**config.mk**
```make
export PLATFORM = sky130hd
export DESIGN_NAME = umd_div_cell
export DESIGN_NICKNAME = d
export VERILOG_FILES = /design/src/umd_pkg.sv /design/src/umd_div_cell.sv
export SDC_FILE = /design/constraint.sdc
export NUM_CORES = 1
export LEC_CHECK = 0
export BUFFER_PORTS_ARGS = -buffer_cell sky130_fd_sc_hd__buf_2
export CAP_MARGIN = 20
export CORE_AREA = 2 2 201 203
export DETAILED_ROUTE_END_ITERATION = 7
export DIE_AREA = 0 0 203 205
export HOLD_SLACK_MARGIN = 0.03
export PLACE_DENSITY_LB_ADDON = 0.3
export SYNTH_ARGS = -nofsm -noshare
export SYNTH_HDL_FRONTEND = slang
export SYNTH_SLANG_ARGS = --single-unit
```
**constraint.sdc**
```tcl
create_clock -name clk -period 1.9 [get_ports clk]
set_clock_uncertainty 0.15 [all_clocks]
set_input_delay 0 -clock clk [delete_from_list [all_inputs] [get_ports clk]]
set_output_delay 0 -clock clk [all_outputs]
set_load 0.1 [all_outputs]
```
**src/umd_pkg.sv**
```systemverilog
`default_nettype none
// ----------------------------------------------------------------------------
// umd_pkg: shared types for the unsigned multiply-divide pipeline
// Word layouts for the operand, result and divider chain stages.
// ----------------------------------------------------------------------------
package umd_pkg;

	localparam int unsigned WORD_W = 64;
	localparam int unsigned HALF_W = WORD_W / 2;
	localparam int unsigned PROD_W = 2 * WORD_W;
	// one restoring step per product bit
	localparam int unsigned DIV_STEPS = PROD_W;

	typedef struct packed {
		logic [WORD_W-1:0] value;
		logic [WORD_W-1:0] scale_mul;
		logic [WORD_W-1:0] scale_div;
	} in_word_t;

	typedef struct packed {
		logic [WORD_W-1:0] quotient;
		logic              div_zero;
		logic              overflow;
	} out_word_t;

	// word handed from one divider cell to the next
	typedef struct packed {
		logic              vld;
		logic [WORD_W-1:0] d;
		logic [WORD_W-1:0] rem;
		// dividend bits still to enter at the top, quotient bits at the bottom
		logic [PROD_W-1:0] dq;
	} div_word_t;

endpackage : umd_pkg
`default_nettype wire

```
**src/umd_div_cell.sv**
```systemverilog
`default_nettype none
// ----------------------------------------------------------------------------
// umd_div_cell: one restoring division step
// Shifts the next dividend bit into the remainder, subtracts the divisor
// when it fits and shifts the quotient bit in at the bottom.
// ----------------------------------------------------------------------------
module umd_div_cell (
	input  wire logic               clk,
	input  wire logic               arst_n,
	input  wire umd_pkg::div_word_t din,
	output umd_pkg::div_word_t      dout
);
	import umd_pkg::*;

	logic [WORD_W:0]   r2;
	logic [WORD_W:0]   diff;
	logic              ge;
	logic              vld_q;
	logic [WORD_W-1:0] d_q, rem_q;
	logic [PROD_W-1:0] dq_q;

	// trial subtract on the widened remainder
	always_comb begin
		r2   = {din.rem, din.dq[PROD_W-1]};
		diff = r2 - {1'b0, din.d};
		ge   = !diff[WORD_W];
	end

	always_ff @(posedge clk or negedge arst_n) begin
		if (!arst_n) begin
			vld_q <= 1'b0;
		end else begin
			vld_q <= din.vld;
		end
	end

	always_ff @(posedge clk) begin
		d_q   <= din.d;
		rem_q <= ge ? diff[WORD_W-1:0] : r2[WORD_W-1:0];
		dq_q  <= {din.dq[PROD_W-2:0], ge};
	end

	assign dout.vld = vld_q;
	assign dout.d   = d_q;
	assign dout.rem = rem_q;
	assign dout.dq  = dq_q;

`ifndef SYNTHESIS
	a_rem: assert property (@(posedge clk) disable iff (!arst_n)
		(din.vld && din.d != '0 && din.rem < din.d) |=> (dout.rem < dout.d))
		else $error("umd_div_cell: remainder not below divisor");
	a_vld: assert property (@(posedge clk) disable iff (!arst_n)
		dout.vld |-> $past(din.vld))
		else $error("umd_div_cell: valid without input word");
	a_d: assert property (@(posedge clk) disable iff (!arst_n)
		din.vld |=> dout.d == $past(din.d))
		else $error("umd_div_cell: divisor not carried");
`endif

endmodule : umd_div_cell
`default_nettype wire

```
==> metrics.md, run 1 <==
| Metric | Value |
|---|---|
| Fin crit share | `134%` |
| Port bufs | `515` |
| Hold depth | `1` |
| Die H | `205 um` |
| Post-route ant nets | `0` |
| Tot Pwr | `21.3 mW` |
| Worst-margin pin slew | `0.608 ns` |
| Worst hold path class | `in2reg` |
| Nets | `2572` |
| Setup ws final | `-0.649 ns` |
| Reg clk slew, reported paths | `0.07 ns` |
| Power Dens Cells | `974 mW/mm2` |
| LEAKAGE | `10.8 nW` |
| Combinational Power Share | `43.6%` |
| Relative slew margins | `59.1%` |
| VDD IR max | `0.000843 V` |
| DRT Wirelength | `49.1 mm` |
| Initial antenna violation count | `8` |
| Netlist cell types | `72` |
| # rows | `73` |
| Fin. Hold Viols | `32` |
| Status | `complete, but fails checks` |
| Power share of the clock group | `27.7%` |
| Top-Level Pins | `516` |
| Reg power frac | `28.8%` |
| Crit path required time | `2.21 ns` |
| First-pass GRT wire length | `72.3 mm` |
| Crit end category | `flop` |
| Sink Count | `257` |
| Crit path time final | `2.55 ns` |
| DRT Pass-1 Iters | `5` |
| Synth warnings | `0` |
| Dpl cells | `2296` |
| Post-DP HPWL | `33.8 mm` |
| Avg Cell Area, Syn | `10.2 um2` |
| Failing checks | `negative hold slack, negative setup slack` |
| GPL Wtd Cong | `0.910` |
| Fin. max-slew vios | `0` |
| Post-Synthesis Cells | `1000` |
| Most used DFF post-synth | `dfxtp_1` |
| EDFF count, synth | `0` |
| DR vias/cell | `4.39` |
| Synthesized net count | `1324` |
| Final Non-Filler Cells | `2798` |
| WS Path Type | `in2reg` |
| Crit path DAT | `2.86 ns` |
| Critical path startpoint category | `input pin` |
| CTS Buf Count | `30` |
| Area growth syn-to-layout | `115%` |
| Max clock buf depth | `3` |
| Synthesized area | `0.0102 mm2` |
| Setup TNS | `-35.35 ns` |
| Largest fanout on the critical path | `3` |
| Max-Cap Viols | `0` |
| Sw frac | `41.3%` |
| H-tree depth | `1` |
| RSZ-0062 raised after global routing | `yes` |
| Root Driver | `clkbuf_16` |
| Die Wd | `203 um` |
| DR WL/cell | `17.5 um` |
| Register area share after synthesis | `50.5%` |
| Final Core Density | `55.7%` |
| Starting Density | `25.9%` |
| Largest net degree at the start of global routing | `15` |
| Async SR Flop Fraction | `0.389%` |
| Net Switching | `8.82 mW` |
| Final setup vio count | `65` |
| Cell internal pwr | `12.5 mW` |
| 1st-iter DRT viols | `388` |
| Core area | `0.0394 mm2` |
| # DRC | `0` |
| Vias in the first global route | `13.1k` |
| Routed via count | `12.3k` |
| Global route total overflow | `0` |
| Share of cells above drive strength 1 | `44.8%` |
| CTS tree | `built` |
| Yosys reg bits | `257` |
| Die area | `0.0416 mm2` |
| Total Routing Usage GR | `22.2%` |
| Fmax | `392 MHz` |
| Hold Slack | `-0.605 ns` |
[synthesized netlist by cell type (8+ instances only)]
library cell,instances,area [um2]
nand2b_1,8,50.1
inv_1,87,327
nand3_1,10,50.1
a21oi_1,78,390
xor2_1,23,201
nor3_1,8,40.0
clkbuf_1,26,97.6
nand4_1,22,138
nor2b_1,11,68.8
mux2_1,48,541
o21ai_0,19,95.1
and3_1,9,56.3
mux2_2,8,90.1
a21o_1,32,240
o21bai_1,15,113
nand2_1,62,233
dfxtp_1,256,5120
xnor2_1,34,298
a31oi_1,8,50.1
o21ai_1,17,85.1
nor2_1,42,158
ha_1,64,801
[cell families after synthesis]
kind of cell,count (synthesis),share of synthesized area (%)
and+or+nand+nor,200,9.87
buffers and inverters,122,4.64
AOI/OAI and AO/OA,236,15.1
adders and majority gates,65,8.05
muxes,63,6.92
xor gates and xnor gates,57,4.90
DFF,257,50.5
[worst max-delay path, stage by stage]
cell      delay, ns
buf_8          0.10
inv_4          0.04
ha_4           0.20
a21oi_4        0.15
nor2_1         0.05
or4b_4         0.52
or4b_4         0.54
a311o_1        0.37
a211oi_4       0.35
o21ai_2        0.11
xor2_1         0.15
mux2_4         0.25
[per-stage QoR]
step                      setup slack [ns]  area [um2]
after floorplan                     -0.957       10700
after global placement               -1.38       15900
after detailed placement             -1.42       15900
after CTS                           -0.655       21400
after global routing                -0.761       21900
final                               -0.649       21900
[power by group through the flow]
| stage | Sequential (mW) | Clock [mW] | Combinational, mW |
|---|---|---|---|
| floorplan | 10.3 | 0 | 1.92 |
| global placement | 6.24 | 0 | 8.08 |
| detailed placement | 6.23 | 0 | 8.12 |
| CTS | 6.12 | 6.02 | 9.12 |
| global route | 6.18 | 6.24 | 9.71 |
| finish | 6.14 | 5.91 | 9.30 |
[per-layer routing]
layer  GRT usage (%)  share of wire, %  up-vias
li1                -                 -     5985
met1            24.9                39     5773
met2            40.0                50      382
met3            5.33               6.2      119
met4            9.67               4.2       14
met5               0              0.21        -
[area by class of cell]
class | count | area [um2]
fillers | 3312 | 17400
repair buffers | 1249 | 9430
multi-input cells | 621 | 5280
flip-flops and latches | 257 | 5150
clock buffers | 41 | 863
well taps | 525 | 657
inverters | 88 | 378
clock inverters | 14 | 144
repair inverters | 1 | 16.3
diodes | 2 | 5.00
[sequential cells by signal, summed over array words and instances (netlist names)]
register and count:
dq_q 128, d_q 64, rem_q 64, vld_q 1
[final timing paths]
check                          from         to  slack, ns
worst min-delay path       din[241]    d_q[49]      -0.61
min in group asynchronous    arst_n      vld_q       0.13
worst max-delay path       din[216]  rem_q[51]      -0.65
max in group asynchronous    arst_n      vld_q       1.37
[timing repair]
action	4_1_cts	5_1_grt
endpoints found under the setup margin	65	65
pin swaps	34	26
hold buffers	394	27
hold endpoints to repair	257	49
gates cloned	3	0
setup buffers	18	14
gates resized for setup	80	56
[placed cells by master (no fill, tap or decap), types with 5 or more instances in the layout]
cell and instances:
buf_8 8, nor3_1 8, a31oi_1 6, clkinv_2 5
buf_4 285, mux2i_1 6, xnor2_1 34, xor2_1 23
ha_1 50, buf_12 7, o21ai_1 15, a21o_1 32
nand2_1 61, nand3_1 10, clkbuf_1 5, buf_2 501
o21a_1 6, mux2_4 55, clkbuf_16 31, and3_1 7
o21ai_0 16, dlygate4sd3_1 421, clkbuf_8 5, buf_6 27
nand4_1 22, nand2b_1 8, o21ai_2 5, a21oi_2 10
nor2_1 40, a21oi_1 68, o21bai_1 15, dfxtp_1 256
nor2b_1 10, inv_1 79, ha_4 13
Power figures use the tool's default switching activity.
==> inputs of run 2 (changes only) <==
ABC_AREA = 1   (was unset)
CORE_AREA = 2 2 203 205   (was 2 2 201 203)
DIE_AREA = 0 0 205 207   (was 0 0 203 205)
SLEW_MARGIN = 20   (was unset)
==> run 2 against run 1 <==
Net effect: routed wire length is 31% higher; final cell count is 31% higher; hold slack hardly changed; combinational power is 8.9% lower; synthesized cell count is 86% higher; the flow finishes with violations (negative hold slack); sequential share of layout area is 1.1 points lower; sequential power is 1% lower; first-iteration DRC count is 94% higher; via count is 27% higher.
==> metrics.md, run 2 <==
| Metric | Value |
|---|---|
| Share of cells above drive strength 1 | `29.9%` |
| CTS tree | `built` |
| Relative slew margins | `59.3%` |
| Tot Pwr | `20.7 mW` |
| 1st-iter DRT viols | `754` |
| Starting Density | `30.7%` |
| Nets | `3426` |
| HP Start | `din[204]` |
| DRT Wirelength | `64.5 mm` |
| Global route total overflow | `0` |
| Netlist cell types | `32` |
| Worst-margin pin slew | `0.614 ns` |
| Register area share after synthesis | `41.6%` |
| Routed via count | `15.6k` |
| # rows | `74` |
| Final setup vio count | `0` |
| Die H | `207 um` |
| Crit path DAT | `2.13 ns` |
| Port bufs | `515` |
| Cell internal pwr | `12.1 mW` |
| Power share of the clock group | `29.8%` |
| Yosys reg bits | `257` |
| Post-Synthesis Cells | `1862` |
| RSZ-0062 raised after global routing | `yes` |
| Simple-Gate Fraction of Synth Area | `33.7%` |
| Area growth syn-to-layout | `85.8%` |
| Crit end category | `flop` |
| Worst hold path class | `in2reg` |
| Post-route ant nets | `0` |
| Power Dens Cells | `900 mW/mm2` |
| Largest net degree at the start of global routing | `37` |
| Compound-Gate Fraction of Synth Area | `2.79%` |
| LEAKAGE | `13.2 nW` |
| Fin crit share | `96.5%` |
| Fin. Hold Viols | `46` |
| DRT Pass-1 Iters | `6` |
| Biggest regs | `dq_q: 128 flops, d_q: 64 flops, rem_q: 64 flops` |
| DR vias/cell | `4.26` |
| Top-count cell post-synth | `nand2_1` |
| Max FFs per register | `128` |
| Core area | `0.0404 mm2` |
| Net Switching | `8.61 mW` |
| DR WL/cell | `17.6 um` |
| Hold Slack | `-0.605 ns` |
| Reg power frac | `29.2%` |
| Root Driver | `clkbuf_16` |
| Synth area leader | `dfxtp_1` |
| CTS Buf Count | `29` |
| Fin. max-slew vios | `0` |
| Sink Count | `257` |
| Biggest register | `dq_q` |
| Max-Cap Viols | `0` |
| Synth warnings | `0` |
| Crit path required time | `2.20 ns` |
| Mux share of post-synthesis cell area | `0%` |
| Vias in the first global route | `16.0k` |
| Crit path time final | `1.83 ns` |
| Die area | `0.0424 mm2` |
| Status | `complete, but fails checks` |
| Synthesized net count | `2186` |
| Most frequent cells in the layout | `784 x nand2_1, 515 x buf_2, 405 x dlygate4sd3_1` |
| Largest fanout on the critical path | `4` |
| VDD IR max | `0.000945 V` |
| Total Routing Usage GR | `29.6%` |
| Combinational Power Share | `41.0%` |
| Placed cell areas | `0.0178 mm2` |
| GPL Wtd Cong | `0.943` |
| First-pass GRT wire length | `94.9 mm` |
| Reg clk slew, reported paths | `0.06 ns` |
| Post-DP HPWL | `50.0 mm` |
| Critical path startpoint category | `input pin` |
| Setup Fix Bufs, Post-CTS | `0` |
| Main combinational cell family by area after synthesis | `simple AND/OR/NAND/NOR gates` |
| Xor/xnor share of the synthesized area | `2.19%` |
| Top cells by area, synth | `dfxtp_1 41%, nand2_1 24%, inv_1 12%` |
| # DRC | `0` |
| Fin area | `0.0230 mm2` |
| Die Wd | `205 um` |
| EDFF count, synth | `0` |
| H-tree depth | `1` |
| Avg Cell Area, Syn | `6.65 um2` |
| Async SR Flop Fraction | `0.389%` |
| Commonest cells in the netlist | `788 x nand2_1, 388 x inv_1, 256 x dfxtp_1` |
| Failing checks | `negative hold slack` |
| Top-area cell type share of the netlist area | `41.4%` |
| WS Path Type | `in2reg` |
| Top-Level Pins | `516` |
| Most used DFF post-synth | `dfxtp_1` |
| Post-synthesis adder-cell area fraction | `6.63%` |
| Most common cell after layout, fill and taps aside | `nand2_1` |
| Sw frac | `41.6%` |
| Synthesized area | `0.0124 mm2` |
| Fmax | `546 MHz` |
| Setup TNS | `0 ns` |
| Initial antenna violation count | `5` |
| Max clock buf depth | `3` |
| Origin of the worst setup path | `din[252]` |
run 2: per-layer routing:
metal / global-route usage [%] / up-vias / routed length, um
li1: - / 7985 / -
met1: 34.8 / 7046 / 26700
met2: 52.6 / 455 / 31300
met5: 0 / - / 26
met4: 13.0 / 4 / 3050
met3: 4.64 / 119 / 3450
run 2: area by class of cell:
class	instances	area, um2
Inverter	393	1480
Clock buffer	37	796
Multi-Input combinational cell	1198	5690
Antenna cell	4	10.0
Sequential cell	257	5150
Fill cell	3831	17400
Timing Repair Buffer	1223	8960
Clock inverter	16	248
Tap cell	532	666
run 2: cells by family (layout without fill, tap and decap cells):
kind of cell | count (synthesis) | count (layout)
fa+ha+maj | 65 | 65
other cells | 0 | 4
xor+xnor | 31 | 31
flops | 257 | 257
simple gates | 1037 | 1037
compound gates | 65 | 65
buf+inv | 407 | 1669
run 2: power groups by stage:
stage                     sequential (mW)  combinational (mW)  clock (mW)
after floorplan                      9.66                1.82           0
after global placement               6.16                7.68           0
after detailed placement             6.15                7.71           0
after CTS                            6.04                8.39        6.27
after global routing                 6.08                8.93        6.53
final                                6.05                8.47        6.17
run 2: repair_timing:
item,in CTS,in global routing
resized for setup,0,19
hold buffers,390,15
hold endpoints to repair,258,56
setup endpoints to repair,0,19
run 2: per-stage QoR:
step                utilization, %  worst slack, ns  hold slack [ns]  cells
CTS                           56.4           0.0294           -0.630   3641
finish                        57.0           0.0670           -0.605   3660
global placement              44.2           -0.477           -0.376   3198
floorplan                        -          -0.0411           -0.446   1862
detailed placement            44.2           -0.498           -0.375   3198
global route                  57.0          -0.0205           -0.623   3659
run 2: worst max-delay path: stages:
cell and delay [ns]:
buf_2 0.09, inv_1 0.03, ha_1 0.28, dlygate4sd3_1 0.55
buf_4 0.14, nand2_1 0.09, nor2_2 0.13, inv_1 0.05
nor2_2 0.14, nand2_1 0.11, nor2_1 0.14, nand2_2 0.11
nand3_1 0.09, nand2_1 0.07, nand2_1 0.06, nand2_1 0.05
run 2: worst paths after layout:
path	end	slack, ns	cells past startpoint
max in group asynchronous	vld_q	1.35	3
min	d_q[12]	-0.61	1
min in group asynchronous	vld_q	0.14	3
max	rem_q[63]	0.07	16
